$ cat config.mk
export PLATFORM = sky130hd
export DESIGN_NAME = strict_json_stream_validator
export DESIGN_NICKNAME = d
export VERILOG_FILES = /design/src/sv/sjv_pkg.sv /design/src/sv/sjv_step.sv /design/src/sv/strict_json_stream_validator.sv
export SDC_FILE = /design/constraint.sdc
export NUM_CORES = 1
export LEC_CHECK = 0
export BUFFER_PORTS_ARGS = -buffer_cell sky130_fd_sc_hd__clkbuf_2
export CORE_MARGIN = 2
export CORE_UTILIZATION = 37
export CTS_CLUSTER_DIAMETER = 80
export DETAILED_ROUTE_END_ITERATION = 8
export GPL_TIMING_DRIVEN = 0
export MAX_ROUTING_LAYER = met4
export PLACE_DENSITY = 0.49
export SETUP_SLACK_MARGIN = 0.4
export SLEW_MARGIN = 20
export SYNTH_ARGS = -nofsm -noshare
export SYNTH_HDL_FRONTEND = slang
export SYNTH_SLANG_ARGS = --single-unit
$ cat constraint.sdc
create_clock -name i_clk -period 7.9 [get_ports i_clk]
set_clock_uncertainty 0.15 [all_clocks]
set_input_delay 0.79 -clock i_clk [delete_from_list [all_inputs] [get_ports i_clk]]
set_output_delay 0.79 -clock i_clk [all_outputs]
set_load 0.005 [all_outputs]
$ cat src/sv/sjv_pkg.sv
// ----------------------------------------------------------------------------
// sjv_pkg: shared types and helpers of the strict JSON stream validator
// Event codes, scanner states, the scanner state record and small lookups.
// ----------------------------------------------------------------------------
package sjv_pkg;

    localparam int MaxDepth = 16;
    localparam int StackDepth = MaxDepth + 1;
    localparam int StackAw = $clog2(StackDepth);
    localparam int MaxEv = 5;
    localparam logic [15:0] NodeLimitReset = 16'd4096;

    typedef enum logic [3:0] {
        K_OBJ_OPEN, K_OBJ_CLOSE, K_ARR_OPEN, K_ARR_CLOSE, K_STR_OPEN, K_STR_BYTE,
        K_STR_CLOSE, K_NUM_CHAR, K_NUM_END, K_TRUE, K_FALSE, K_NULL, K_DOC_END
    } t_kind;

    typedef enum logic [4:0] {
        LEX_DOC, LEX_ARR_FIRST, LEX_ELEM, LEX_MEMBER, LEX_KEY_FIRST, LEX_KEY_NEXT,
        LEX_COLON, LEX_AFTER, LEX_STR, LEX_ESC, LEX_HEX, LEX_SBS, LEX_SU, LEX_HEXL,
        LEX_TRUE, LEX_FALSE, LEX_NULL,
        LEX_NSIGN, LEX_NZERO, LEX_NINT, LEX_NDOT, LEX_NFRAC, LEX_NE, LEX_NESIGN,
        LEX_NEXP
    } t_lex;

    typedef struct packed {
        t_kind       kind;
        logic [7:0]  data;
        logic        nm;
        logic [4:0]  lvl;
        logic        ok;
    } t_ev;

    typedef struct packed {
        t_lex        lex;
        logic        nm;
        logic [4:0]  nest;
        logic [15:0] nodes;
        logic [15:0] hex;
        logic [9:0]  hs;
        logic [2:0]  lpos;
        logic        failed;
    } t_st;

    typedef struct packed {
        logic en;
        logic arr;
    } t_stk_wr;

    function automatic t_ev mk_ev(t_kind kind, logic [7:0] data, logic nm,
                                  logic [4:0] lvl, logic ok);
        t_ev e;
        e.kind = kind;
        e.data = data;
        e.nm = nm;
        e.lvl = lvl;
        e.ok = ok;
        return e;
    endfunction

    // Returns 16 for a byte that is not a hex digit.
    function automatic logic [4:0] hex_nib(logic [7:0] b);
        logic [4:0] r;
        r = 5'd16;
        if (b >= "0" && b <= "9") begin
            r = {1'b0, b[3:0]};
        end else if ((b >= "a" && b <= "f") || (b >= "A" && b <= "F")) begin
            r = {1'b0, b[3:0] + 4'd9};
        end
        return r;
    endfunction

    function automatic logic [2:0] lit_len(t_lex w);
        return (w == LEX_FALSE) ? 3'd5 : 3'd4;
    endfunction

    function automatic logic [7:0] lit_char(t_lex w, logic [2:0] pos);
        logic [7:0] r;
        r = 8'h00;
        case (w)
            LEX_TRUE: begin
                case (pos)
                    3'd0: r = "t";
                    3'd1: r = "r";
                    3'd2: r = "u";
                    3'd3: r = "e";
                    default: r = 8'h00;
                endcase
            end
            LEX_FALSE: begin
                case (pos)
                    3'd0: r = "f";
                    3'd1: r = "a";
                    3'd2: r = "l";
                    3'd3: r = "s";
                    3'd4: r = "e";
                    default: r = 8'h00;
                endcase
            end
            default: begin
                case (pos)
                    3'd0: r = "n";
                    3'd1: r = "u";
                    3'd2: r = "l";
                    3'd3: r = "l";
                    default: r = 8'h00;
                endcase
            end
        endcase
        return r;
    endfunction

    function automatic t_kind lit_kind(t_lex w);
        t_kind k;
        case (w)
            LEX_TRUE: k = K_TRUE;
            LEX_FALSE: k = K_FALSE;
            default: k = K_NULL;
        endcase
        return k;
    endfunction

endpackage

$ cat src/sv/sjv_step.sv
// ----------------------------------------------------------------------------
// sjv_step: one-byte scanner step
// From the scanner state and one byte, works out the next state, the stack
// write and the list of events that the byte causes.
// ----------------------------------------------------------------------------
module sjv_step (
    input  sjv_pkg::t_st     i_st,
    input  logic [7:0]       i_byte,
    input  logic             i_final,
    input  logic [15:0]      i_limit,
    input  logic             i_top_arr,
    output sjv_pkg::t_st     o_st,
    output sjv_pkg::t_ev     o_ev [sjv_pkg::MaxEv],
    output logic [2:0]       o_cnt,
    output sjv_pkg::t_stk_wr o_wr
);
    import sjv_pkg::*;

    always_comb begin
        t_st        s;
        t_ev        ev [MaxEv];
        logic [2:0] c;
        t_stk_wr    wr;
        logic       go_b;
        logic       u_en;
        logic [20:0] cp;
        logic [4:0] lname;
        logic [4:0] lstr;
        logic [7:0] b;
        logic       ws;
        logic       dig;
        logic       e_ch;
        logic       nend;
        t_lex       nxt;
        logic [4:0] nib;
        logic [15:0] hx;
        logic [7:0] esc;
        logic       esc_ok;
        logic       vld;

        s = i_st;
        c = 3'd0;
        for (int k = 0; k < MaxEv; k++) begin
            ev[k] = '0;
        end
        wr = '0;
        u_en = 1'b0;
        cp = '0;
        b = i_byte;
        ws = (b == " ") || (b == 8'h09) || (b == 8'h0D) || (b == 8'h0A);
        dig = (b >= "0") && (b <= "9");
        e_ch = (b == "e") || (b == "E");
        lname = (s.nest == 5'd0) ? 5'd0 : s.nest - 5'd1;
        lstr = s.nm ? lname : s.nest;
        go_b = !s.failed;
        nend = 1'b0;
        nxt = s.lex;
        nib = hex_nib(b);
        hx = {s.hex[11:0], nib[3:0]};
        esc = 8'h00;
        esc_ok = 1'b1;
        vld = 1'b0;

        // Number bytes; a byte that ends a number is scanned again as AFTER.
        if (!s.failed && s.lex >= LEX_NSIGN) begin
            go_b = 1'b0;
            case (s.lex)
                LEX_NSIGN: begin
                    if (!dig) s.failed = 1'b1;
                    else nxt = (b == "0") ? LEX_NZERO : LEX_NINT;
                end
                LEX_NZERO: begin
                    if (dig) s.failed = 1'b1;
                    else if (b == ".") nxt = LEX_NDOT;
                    else if (e_ch) nxt = LEX_NE;
                    else nend = 1'b1;
                end
                LEX_NINT: begin
                    if (dig) nxt = LEX_NINT;
                    else if (b == ".") nxt = LEX_NDOT;
                    else if (e_ch) nxt = LEX_NE;
                    else nend = 1'b1;
                end
                LEX_NDOT: begin
                    if (dig) nxt = LEX_NFRAC;
                    else s.failed = 1'b1;
                end
                LEX_NFRAC: begin
                    if (dig) nxt = LEX_NFRAC;
                    else if (e_ch) nxt = LEX_NE;
                    else nend = 1'b1;
                end
                LEX_NE: begin
                    if (b == "+" || b == "-") nxt = LEX_NESIGN;
                    else if (dig) nxt = LEX_NEXP;
                    else s.failed = 1'b1;
                end
                LEX_NESIGN: begin
                    if (dig) nxt = LEX_NEXP;
                    else s.failed = 1'b1;
                end
                default: begin
                    if (dig) nxt = LEX_NEXP;
                    else nend = 1'b1;
                end
            endcase
            if (!s.failed) begin
                if (nend) begin
                    ev[c] = mk_ev(K_NUM_END, 8'h00, 1'b0, s.nest, 1'b0);
                    c = c + 3'd1;
                    s.lex = LEX_AFTER;
                    go_b = 1'b1;
                end else begin
                    ev[c] = mk_ev(K_NUM_CHAR, b, 1'b0, s.nest, 1'b0);
                    c = c + 3'd1;
                    s.lex = nxt;
                end
            end
        end

        if (go_b) begin
            case (s.lex)
                LEX_DOC, LEX_ARR_FIRST, LEX_ELEM, LEX_MEMBER: begin
                    if (ws) begin
                        s.lex = s.lex;
                    end else if (s.lex == LEX_ARR_FIRST && b == "]") begin
                        s.nest = s.nest - 5'd1;
                        ev[c] = mk_ev(K_ARR_CLOSE, 8'h00, 1'b0, s.nest, 1'b0);
                        c = c + 3'd1;
                        s.lex = LEX_AFTER;
                    end else if (s.nest > 5'(MaxDepth) || s.nodes >= i_limit) begin
                        s.failed = 1'b1;
                    end else begin
                        s.nodes = s.nodes + 16'd1;
                        if (b == "{" || b == "[") begin
                            wr.en = 1'b1;
                            wr.arr = (b == "[");
                            ev[c] = mk_ev((b == "[") ? K_ARR_OPEN : K_OBJ_OPEN, 8'h00,
                                          1'b0, s.nest, 1'b0);
                            c = c + 3'd1;
                            s.nest = s.nest + 5'd1;
                            s.lex = (b == "[") ? LEX_ARR_FIRST : LEX_KEY_FIRST;
                        end else if (b == "\"") begin
                            ev[c] = mk_ev(K_STR_OPEN, 8'h00, 1'b0, s.nest, 1'b0);
                            c = c + 3'd1;
                            s.lex = LEX_STR;
                            s.nm = 1'b0;
                        end else if (b == "t" || b == "f" || b == "n") begin
                            s.lpos = 3'd1;
                            s.lex = (b == "t") ? LEX_TRUE :
                                    (b == "f") ? LEX_FALSE : LEX_NULL;
                        end else if (b == "-" || dig) begin
                            ev[c] = mk_ev(K_NUM_CHAR, b, 1'b0, s.nest, 1'b0);
                            c = c + 3'd1;
                            s.lex = (b == "-") ? LEX_NSIGN :
                                    (b == "0") ? LEX_NZERO : LEX_NINT;
                        end else begin
                            s.failed = 1'b1;
                        end
                    end
                end
                LEX_KEY_FIRST, LEX_KEY_NEXT: begin
                    if (ws) begin
                        s.lex = s.lex;
                    end else if (s.lex == LEX_KEY_FIRST && b == "}") begin
                        s.nest = s.nest - 5'd1;
                        ev[c] = mk_ev(K_OBJ_CLOSE, 8'h00, 1'b0, s.nest, 1'b0);
                        c = c + 3'd1;
                        s.lex = LEX_AFTER;
                    end else if (b == "\"") begin
                        ev[c] = mk_ev(K_STR_OPEN, 8'h00, 1'b1, lname, 1'b0);
                        c = c + 3'd1;
                        s.lex = LEX_STR;
                        s.nm = 1'b1;
                    end else begin
                        s.failed = 1'b1;
                    end
                end
                LEX_COLON: begin
                    if (ws) s.lex = s.lex;
                    else if (b == ":") s.lex = LEX_MEMBER;
                    else s.failed = 1'b1;
                end
                LEX_AFTER: begin
                    if (ws) begin
                        s.lex = s.lex;
                    end else if (s.nest == 5'd0 || s.nest > 5'(StackDepth)) begin
                        s.failed = 1'b1;
                    end else if (b == ",") begin
                        s.lex = i_top_arr ? LEX_ELEM : LEX_KEY_NEXT;
                    end else if ((i_top_arr && b == "]") || (!i_top_arr && b == "}")) begin
                        s.nest = s.nest - 5'd1;
                        ev[c] = mk_ev(i_top_arr ? K_ARR_CLOSE : K_OBJ_CLOSE, 8'h00,
                                      1'b0, s.nest, 1'b0);
                        c = c + 3'd1;
                        s.lex = LEX_AFTER;
                    end else begin
                        s.failed = 1'b1;
                    end
                end
                LEX_STR: begin
                    if (b == "\"") begin
                        ev[c] = mk_ev(K_STR_CLOSE, 8'h00, s.nm, lstr, 1'b0);
                        c = c + 3'd1;
                        s.lex = s.nm ? LEX_COLON : LEX_AFTER;
                        s.nm = 1'b0;
                    end else if (b < 8'h20) begin
                        s.failed = 1'b1;
                    end else if (b == "\\") begin
                        s.lex = LEX_ESC;
                    end else begin
                        ev[c] = mk_ev(K_STR_BYTE, b, s.nm, lstr, 1'b0);
                        c = c + 3'd1;
                    end
                end
                LEX_ESC: begin
                    case (b)
                        "\"", "\\", "/": esc = b;
                        "b": esc = 8'h08;
                        "f": esc = 8'h0C;
                        "n": esc = 8'h0A;
                        "r": esc = 8'h0D;
                        "t": esc = 8'h09;
                        default: esc_ok = 1'b0;
                    endcase
                    if (b == "u") begin
                        s.hex = '0;
                        s.lpos = 3'd0;
                        s.lex = LEX_HEX;
                    end else if (esc_ok) begin
                        ev[c] = mk_ev(K_STR_BYTE, esc, s.nm, lstr, 1'b0);
                        c = c + 3'd1;
                        s.lex = LEX_STR;
                    end else begin
                        s.failed = 1'b1;
                    end
                end
                LEX_HEX, LEX_HEXL: begin
                    if (nib[4]) begin
                        s.failed = 1'b1;
                    end else begin
                        s.hex = hx;
                        if (s.lpos < 3'd3) begin
                            s.lpos = s.lpos + 3'd1;
                        end else begin
                            s.lpos = 3'd0;
                            if (s.lex == LEX_HEX) begin
                                if (hx >= 16'hD800 && hx <= 16'hDBFF) begin
                                    s.hs = hx[9:0];
                                    s.lex = LEX_SBS;
                                end else if (hx >= 16'hDC00) begin
                                    if (hx <= 16'hDFFF) begin
                                        s.failed = 1'b1;
                                    end else begin
                                        u_en = 1'b1;
                                        cp = {5'd0, hx};
                                        s.lex = LEX_STR;
                                    end
                                end else begin
                                    u_en = 1'b1;
                                    cp = {5'd0, hx};
                                    s.lex = LEX_STR;
                                end
                            end else if (hx < 16'hDC00 || hx > 16'hDFFF) begin
                                s.failed = 1'b1;
                            end else begin
                                u_en = 1'b1;
                                cp = 21'h10000 + {1'b0, s.hs, hx[9:0]};
                                s.lex = LEX_STR;
                            end
                        end
                    end
                end
                LEX_SBS: begin
                    if (b == "\\") s.lex = LEX_SU;
                    else s.failed = 1'b1;
                end
                LEX_SU: begin
                    if (b == "u") begin
                        s.hex = '0;
                        s.lpos = 3'd0;
                        s.lex = LEX_HEXL;
                    end else begin
                        s.failed = 1'b1;
                    end
                end
                LEX_TRUE, LEX_FALSE, LEX_NULL: begin
                    if (s.lpos >= lit_len(s.lex) || b != lit_char(s.lex, s.lpos)) begin
                        s.failed = 1'b1;
                    end else begin
                        s.lpos = s.lpos + 3'd1;
                        if (s.lpos == lit_len(s.lex)) begin
                            s.lpos = 3'd0;
                            ev[c] = mk_ev(lit_kind(s.lex), 8'h00, 1'b0, s.nest, 1'b0);
                            c = c + 3'd1;
                            s.lex = LEX_AFTER;
                        end
                    end
                end
                default: begin
                    s.failed = 1'b1;
                end
            endcase
        end

        // UTF-8 encoding of a decoded \u escape.
        if (u_en) begin
            if (cp <= 21'h7F) begin
                ev[c] = mk_ev(K_STR_BYTE, cp[7:0], s.nm, lstr, 1'b0);
                c = c + 3'd1;
            end else if (cp <= 21'h7FF) begin
                ev[c] = mk_ev(K_STR_BYTE, {3'b110, cp[10:6]}, s.nm, lstr, 1'b0);
                c = c + 3'd1;
                ev[c] = mk_ev(K_STR_BYTE, {2'b10, cp[5:0]}, s.nm, lstr, 1'b0);
                c = c + 3'd1;
            end else if (cp <= 21'hFFFF) begin
                ev[c] = mk_ev(K_STR_BYTE, {4'b1110, cp[15:12]}, s.nm, lstr, 1'b0);
                c = c + 3'd1;
                ev[c] = mk_ev(K_STR_BYTE, {2'b10, cp[11:6]}, s.nm, lstr, 1'b0);
                c = c + 3'd1;
                ev[c] = mk_ev(K_STR_BYTE, {2'b10, cp[5:0]}, s.nm, lstr, 1'b0);
                c = c + 3'd1;
            end else begin
                ev[c] = mk_ev(K_STR_BYTE, {5'b11110, cp[20:18]}, s.nm, lstr, 1'b0);
                c = c + 3'd1;
                ev[c] = mk_ev(K_STR_BYTE, {2'b10, cp[17:12]}, s.nm, lstr, 1'b0);
                c = c + 3'd1;
                ev[c] = mk_ev(K_STR_BYTE, {2'b10, cp[11:6]}, s.nm, lstr, 1'b0);
                c = c + 3'd1;
                ev[c] = mk_ev(K_STR_BYTE, {2'b10, cp[5:0]}, s.nm, lstr, 1'b0);
                c = c + 3'd1;
            end
        end

        // An error drops every event that the scan of this byte produced.
        if (s.failed) begin
            c = 3'd0;
        end

        if (i_final) begin
            if (!s.failed && (s.lex == LEX_NZERO || s.lex == LEX_NINT ||
                              s.lex == LEX_NFRAC || s.lex == LEX_NEXP)) begin
                ev[c] = mk_ev(K_NUM_END, 8'h00, 1'b0, s.nest, 1'b0);
                c = c + 3'd1;
                s.lex = LEX_AFTER;
            end
            vld = !s.failed && s.lex == LEX_AFTER && s.nest == 5'd0;
            ev[c] = mk_ev(K_DOC_END, 8'h00, 1'b0, 5'd0, vld);
            c = c + 3'd1;
            s = '0;
            s.lex = LEX_DOC;
        end

        o_st = s;
        o_ev = ev;
        o_cnt = c;
        o_wr = wr;
    end

endmodule

$ cat src/sv/strict_json_stream_validator.sv
// ----------------------------------------------------------------------------
// strict_json_stream_validator: streaming strict JSON checker and tokenizer
// Takes a document one byte per item and emits token events with decoded
// string bytes, ending each document with a doc end event and its verdict.
// ----------------------------------------------------------------------------
// Usage:
//   Input channel (i_in_valid / o_in_stall) carries one document byte per item
//   and a final mark on the last byte. Output channel (o_out_valid /
//   i_out_stall) carries one event per item; o_out_last marks the last event
//   caused by one input byte. The node limit is written through the cfg
//   channel, which is always ready and must only be used while the block idles.
//   Events reach the output through the event buffer and output register.
//   Throughput: one byte per cycle as long as each byte causes at most one
//   event and the receiver does not stall; a byte with more events holds
//   the input until the single output register takes its last event.
//   Bytes causing no event (whitespace, literal letters) never hold the input.
//   Reset (synchronous, active low) returns the scanner to document start,
//   empties the event buffer and sets the node limit to 4096.
//   When the receiver stalls, the output event holds and the input stalls as
//   soon as the buffered events of the last byte cannot move on.
// ----------------------------------------------------------------------------
module strict_json_stream_validator (
    input  logic        i_clk,
    input  logic        i_rst_n,
    input  logic        i_in_valid,
    output logic        o_in_stall,
    input  logic [7:0]  i_in_byte,
    input  logic        i_in_final,
    output logic        o_out_valid,
    input  logic        i_out_stall,
    output logic [3:0]  o_event_kind,
    output logic [7:0]  o_out_byte,
    output logic        o_is_name,
    output logic [4:0]  o_level,
    output logic        o_doc_valid,
    output logic        o_out_last,
    input  logic        i_cfg_valid,
    output logic        o_cfg_ready,
    input  logic [15:0] i_cfg_data
);
    import sjv_pkg::*;

    // Scanner state and configuration.
    t_st         r_st;
    t_st         n_st;
    logic [15:0] r_limit;
    logic        r_stack [StackDepth];

    // Events of the most recent byte, drained one per cycle while the receiver does not stall.
    t_ev         r_q [MaxEv];
    t_ev         n_q [MaxEv];
    logic [2:0]  r_qcnt;
    logic [2:0]  n_qcnt;
    logic [2:0]  r_qrd;

    // Output register.
    logic        r_ov;
    t_ev         r_o;
    logic        r_olast;

    t_stk_wr     n_wr;
    logic        top_arr;
    logic        pend;
    logic        out_free;
    logic        move;
    logic        last_move;
    logic        in_acc;

    // The innermost open container; only read when at least one is open.
    assign top_arr = (r_st.nest == 5'd0) ? 1'b0 : r_stack[StackAw'(r_st.nest - 5'd1)];

    sjv_step u_step (
        .i_st      (r_st),
        .i_byte    (i_in_byte),
        .i_final   (i_in_final),
        .i_limit   (r_limit),
        .i_top_arr (top_arr),
        .o_st      (n_st),
        .o_ev      (n_q),
        .o_cnt     (n_qcnt),
        .o_wr      (n_wr)
    );

    assign pend = (r_qrd != r_qcnt);
    assign out_free = !r_ov || !i_out_stall;
    assign move = pend && out_free;
    assign last_move = move && ((r_qrd + 3'd1) == r_qcnt);
    // A new byte enters once the buffer is empty or gives up its last event now.
    assign o_in_stall = pend && !last_move;
    assign in_acc = i_in_valid && !o_in_stall;
    assign o_cfg_ready = 1'b1;

    always_ff @(posedge i_clk) begin
        if (!i_rst_n) begin
            r_st <= '0;
            r_limit <= NodeLimitReset;
            r_qcnt <= 3'd0;
            r_qrd <= 3'd0;
            r_ov <= 1'b0;
        end else begin
            if (i_cfg_valid) begin
                r_limit <= i_cfg_data;
            end
            if (in_acc) begin
                r_st <= n_st;
                r_qcnt <= n_qcnt;
                r_qrd <= 3'd0;
            end else if (move) begin
                r_qrd <= r_qrd + 3'd1;
            end
            if (move) begin
                r_ov <= 1'b1;
            end else if (out_free) begin
                r_ov <= 1'b0;
            end
        end
    end

    always_ff @(posedge i_clk) begin
        if (in_acc) begin
            r_q <= n_q;
            if (n_wr.en) begin
                r_stack[StackAw'(r_st.nest)] <= n_wr.arr;
            end
        end
        if (move) begin
            r_o <= r_q[r_qrd];
            r_olast <= ((r_qrd + 3'd1) == r_qcnt);
        end
    end

    assign o_out_valid = r_ov;
    assign o_event_kind = r_o.kind;
    assign o_out_byte = r_o.data;
    assign o_is_name = r_o.nm;
    assign o_level = r_o.lvl;
    assign o_doc_valid = r_o.ok;
    assign o_out_last = r_olast;

`ifndef NO_ASSERTIONS
    a_rd_le_cnt : assert property (@(posedge i_clk) disable iff (!i_rst_n)
        r_qrd <= r_qcnt)
        else $error("event buffer read index passed its count");

    a_cnt_max : assert property (@(posedge i_clk) disable iff (!i_rst_n)
        r_qcnt <= 3'(MaxEv))
        else $error("event buffer count beyond capacity");

    a_doc_end_last : assert property (@(posedge i_clk) disable iff (!i_rst_n)
        (o_out_valid && o_event_kind == K_DOC_END) |-> o_out_last)
        else $error("doc end event is not the last event of its byte");

    a_nest_range : assert property (@(posedge i_clk) disable iff (!i_rst_n)
        r_st.nest <= 5'(StackDepth))
        else $error("nesting level beyond stack depth");

    a_final_resets : assert property (@(posedge i_clk) disable iff (!i_rst_n)
        (in_acc && i_in_final) |=> (r_st.nest == 5'd0 && !r_st.failed))
        else $error("scanner state not cleared after document end");
`endif

endmodule

# Yosys cells after proc, flatten, opt, wreduce, memory -nomap -nowiden
# Memories as Yosys holds them, arrays and structs flattened.
# Cells that the tools add are included.
# totals
register_bits	191
ram_bits	17
in_bits	30
wordCells	551
n_memories	1
# classes
n_addsub	14
n_lt_le_gt_ge	37
eq_ne	75
mux	295
n_bitwise	9
n_reduce_logical	77
# mem_list
memory	words	word_bits	read_ports	rd_clocked_by_memory_dff	wr	line	source
r_stack	17	1	1	0	1	strict_json_stream_validator.sv:47	logic r_stack [StackDepth];
# op_table
cell	count
95-bit two-way mux	29
95-bit bitwise mux	23
95-bit case mux with 6 select lines	1
19-bit demux with 3-bit select	7
5-bit two-way mux	58
19-bit two-way mux	12
21-bit two-way mux	7
3-bit two-way mux	39
57-bit two-way mux	2
8-bit by 7-bit == test with 1-bit output, second input constant	13
16-bit two-way mux	5
8-bit by 6-bit == test with 1-bit output, second input constant	9
1-bit two-way mux	66
5-bit == test, second input constant	12
19-bit binary-select mux with 3-bit select	1
5-bit case mux with 10 select lines	1
8-bit case mux with 6 select lines	1
5-bit by 4-bit == test with 1-bit output, second input constant	8
10-bit two-way mux	4
7-bit case mux with 5 select lines	1
16-bit >= comparator, second input constant	2
4-bit >= comparator, second input constant	8
16-bit <= comparator, second input constant	2
4-bit two-way mux	8
71 further kinds	188

# Depth between registers and ports, before layout
# depth
depth_word	38
mapped_depth	35

# By module
# Synthesis repeated with hierarchy kept, for this count alone.
# hier_totals
hier_cells	2245
area_unflattened_um2	17804.6
# by_module_without_submodules
module	n_inst	cells_each	area_per_inst_um2	seq_area_each_um2
sjv_step	1	1625	9748.1	0.0
strict_json_stream_validator	1	620	8056.5	5565.3

# Worst setup path after synthesis
# Ideal clock, no wire load.
# synth_path
path_kind	in2reg
start	input port i_in_byte[1]
end	register r_q[49] (netlist bit), data pin
setup_ps	257
arrival_time_ps	6646
required_time_ps	7493
path_slack_ps	848
cell_stages	32
path_buffers	7
path_cell_list	clkbuf_1 -> inv_1 -> ha_1 -> buf_2 -> o21bai_1 -> a21boi_4 -> a311o_1 -> o21ai_2 -> nand2_1 -> inv_1 -> buf_2 -> buf_1 -> ha_1 -> nor3b_1 -> o21ai_0 -> o21ai_0 -> a311oi_1 -> a21oi_1 -> a41o_1 -> clkbuf_1 -> inv_1 -> ha_1 -> clkbuf_1 -> a31oi_1 -> o221ai_1 -> inv_1 -> ha_1 -> nand2_1 -> mux2_4 -> nor4_4 -> buf_4 -> nor2_1
# synth_lines
item	line	source
start, declared	strict_json_stream_validator.sv:27	input logic [7:0] i_in_byte,
end signal, assigned	strict_json_stream_validator.sv:121	r_q <= n_q;
end, declared	strict_json_stream_validator.sv:50	t_ev r_q [MaxEv];

==> metrics.txt <==
CP Data Arrival Time=7.60 ns; most frequent cells in the layout=nand2_1, nor2_1, o21ai_0; Leak Pwr=6.67 nW; async set or reset register ratio after synthesis=0%; vias=17300; Final #Nets=2231; first-pass GRT wire length=110000 µm; actual slew at the worst max-slew pin=1.16 ns; final cell count without fillers=2762; die area=46000 µm²; Setup crit start kind=input port; max incr delay on CP=0.73 ns; Top FF cell, synth=edfxtp_1; vias in the first global route=16600; top cells by area, synth=edfxtp_1, dfxtp_1, nand2_1; fin crit period=7.35 ns; class of the worst hold path=input port to flip-flop; # clock sinks=203; area grow syn2layout=14.1%; TNS Setup=0 ns; Tcrit/Tclk final=93.0%; DR pass1 iterations=6; commonest non-fill, non-tap cell in the layout=nand2_1; CTS Buffer Depth=3; Req. time, crit path=8.16 ns; Clock Latency Late Sink=0.56 ns; Remaining Overflow, GRT=0; DP Wirelength=57800 µm; Worst-path clk slew=0.06 ns; Avg WL per Cell=27.1 µm; final hold slack=0.313 ns; Inst Count DP=2705; multi-input logic area=10500 µm²; post-synth top area share=23.3%; Worst slew margin=22.6%; crit path cell chain=clkbuf_2, clkbuf_4, inv_1, ha_1, buf_2, or4b_4, a21oi_2, a211o_1, a31o_2, clkbuf_1, clkbuf_1, a311oi_1, o221ai_1, a2bb2oi_4, buf_4, clkinv_4, ha_1, clkbuf_1, clkbuf_1, a22oi_1, nor3_1, a21oi_1, nor2b_1; Post-Syn Instances=2062; cell area after synthesis=16400 µm²; DIE HEIGHT=214 µm; fraction of layout cells with a size suffix above 1=11.2%; status=complete, no violations; fill cell count=4588; Final Slew Violations=0; GP Congestion=1.00; via/cell ratio=6.27; First DRT Iteration DRCs=1825; total track usage=32.7%; dpl ws=-2.61 ns; Max Fclk=136 MHz; Avg Inst Size Synth=7.95 µm²; Yosys cell types=98; Port Buf Inserts=48; DR DRC count=0; sequential share of the synthesized area=32.6%; critical path class=input port to flip-flop; root buffer cell=clkbuf_16; syn_nets=2142; Seq. cell area=5340 µm²; I/O pins=53; number of synthesized register bits=203; initial antenna violation count=2; setup slack after layout=0.554 ns; final setup vio count=0; YS warnings=0; maximum capacitance violations=0; initial cell density of the core=37.3%; post-synth top area cell=edfxtp_1; largest net degree at the start of global routing=80; H-tree lvl count=1; Peak supply drop=0.317 mV; core area=43900 µm²; Slowest cell on crit path=clkbuf_1; CP dominant cell by count=clkbuf_1; die width=214 µm; Power per Cell Area=231 nW/µm²; floorplan row count=77; number of flops mapped to enable cells by yosys=127; Final Hold Vio Count=0; final WL=74800 µm; crit end category=flip-flop; unrepaired setup endpoints after global routing=no; TritonCTS clock tree=yes; CTS buffer count=25; Antenna Nets Post-Route=0; worst-path maximum fanout=10
==> stage by stage <==
step | instance area, µm² | power, mW | util [%]
6_report | 18700 | 4.32 | 42.6
5_1_grt | 18700 | 4.54 | 42.6
4_1_cts | 18600 | 4.32 | 42.2
3_5_place_dp | 17500 | 3.13 | 39.8
3_3_place_gp | 17400 | 3.10 | 39.5
2_1_floorplan | 16400 | 2.53 | -
==> final timing paths <==
path                  start  cells after the start  slack [ns]          end
max            i_in_byte[1]                     23        0.55       r_q[7]
min          i_cfg_data[12]                      3        0.31  r_limit[12]
max reg2reg        r_st[46]                     28        0.65       r_q[4]
min reg2reg         r_st[9]                      2        0.34      r_st[9]
==> layer usage <==
metal	up-vias	track usage, %	wire, µm
met2	881	47.9	31900
li1	7854	-	-
met5	-	-	0
met3	141	7.93	7360
met4	0	11.0	2650
met1	8447	44.3	32900
==> cell type report <==
cell class	instances	share of cell area, %
clock buffers	27	3.39
clock inverters	18	1.04
repair buffers	62	2.06
diodes	1	0.0134
plain buffers	154	3.51
multi-input cells	1636	56.0
inverters	69	1.46
well taps	592	3.96
flip-flops and latches	203	28.5
==> cells in the mapped netlist (18+ instances only) <==
library cell,instances
clkbuf_1,125
nand2_1,251
nand3_1,82
and3_1,36
nor2_1,194
a211oi_1,30
o211ai_1,21
nor3_1,66
nor2b_1,52
edfxtp_1,127
mux4_2,22
a21oi_1,158
nand2b_1,18
nand4_1,18
ha_1,50
mux2i_1,26
inv_1,67
o21ai_0,157
a31oi_1,41
o22ai_1,21
and2_1,45
dfxtp_1,76
a22oi_1,34
a21boi_0,25
==> critical path: cells and delay by family <==
| kind | cells | cell delay [ns] |
|---|---|---|
| buffers and inverters | 10 | 3.45 |
| adders and majority gates | 2 | 0.47 |
| AOI/OAI and AO/OA | 8 | 1.80 |
| and+or+nand+nor | 3 | 1.07 |
==> where the power goes <==
part | switching, mW | internal [mW] | total [mW]
registers | 0.0768 | 1.49 | 1.56
logic | 1.11 | 0.506 | 1.62
clock network | 0.488 | 0.658 | 1.15
==> timing repair <==
item                                    in CTS  in global routing
pin swaps                                    4                  6
hold buffers                                 0                  0
gates resized for setup                     52                 32
setup buffers                                4                  7
endpoints found under the setup margin      93                 83
==> cells by family after synthesis <==
kind of cell	count (synthesis)	share of synthesized area, %
buffers and inverters	223	5.26
AND/OR/NAND/NOR	843	25.0
AO/OA/AOI/OAI	656	26.4
multiplexers	61	5.53
flip-flops	203	32.6
XOR/XNOR	25	1.34
adder cells (fa/ha/maj)	50	3.82
other	1	0.0229
==> state kept, by name, indices dropped and copies added, names as in the netlist, 3 cells and up <==
signal and flops:
r_q 90, r_stack 17, o_level 5, o_event_kind 4, r_st 53, r_qrd 3, r_limit 16, r_qcnt 3
o_out_byte 8
No activity file was read; power rests on OpenSTA's default activity.
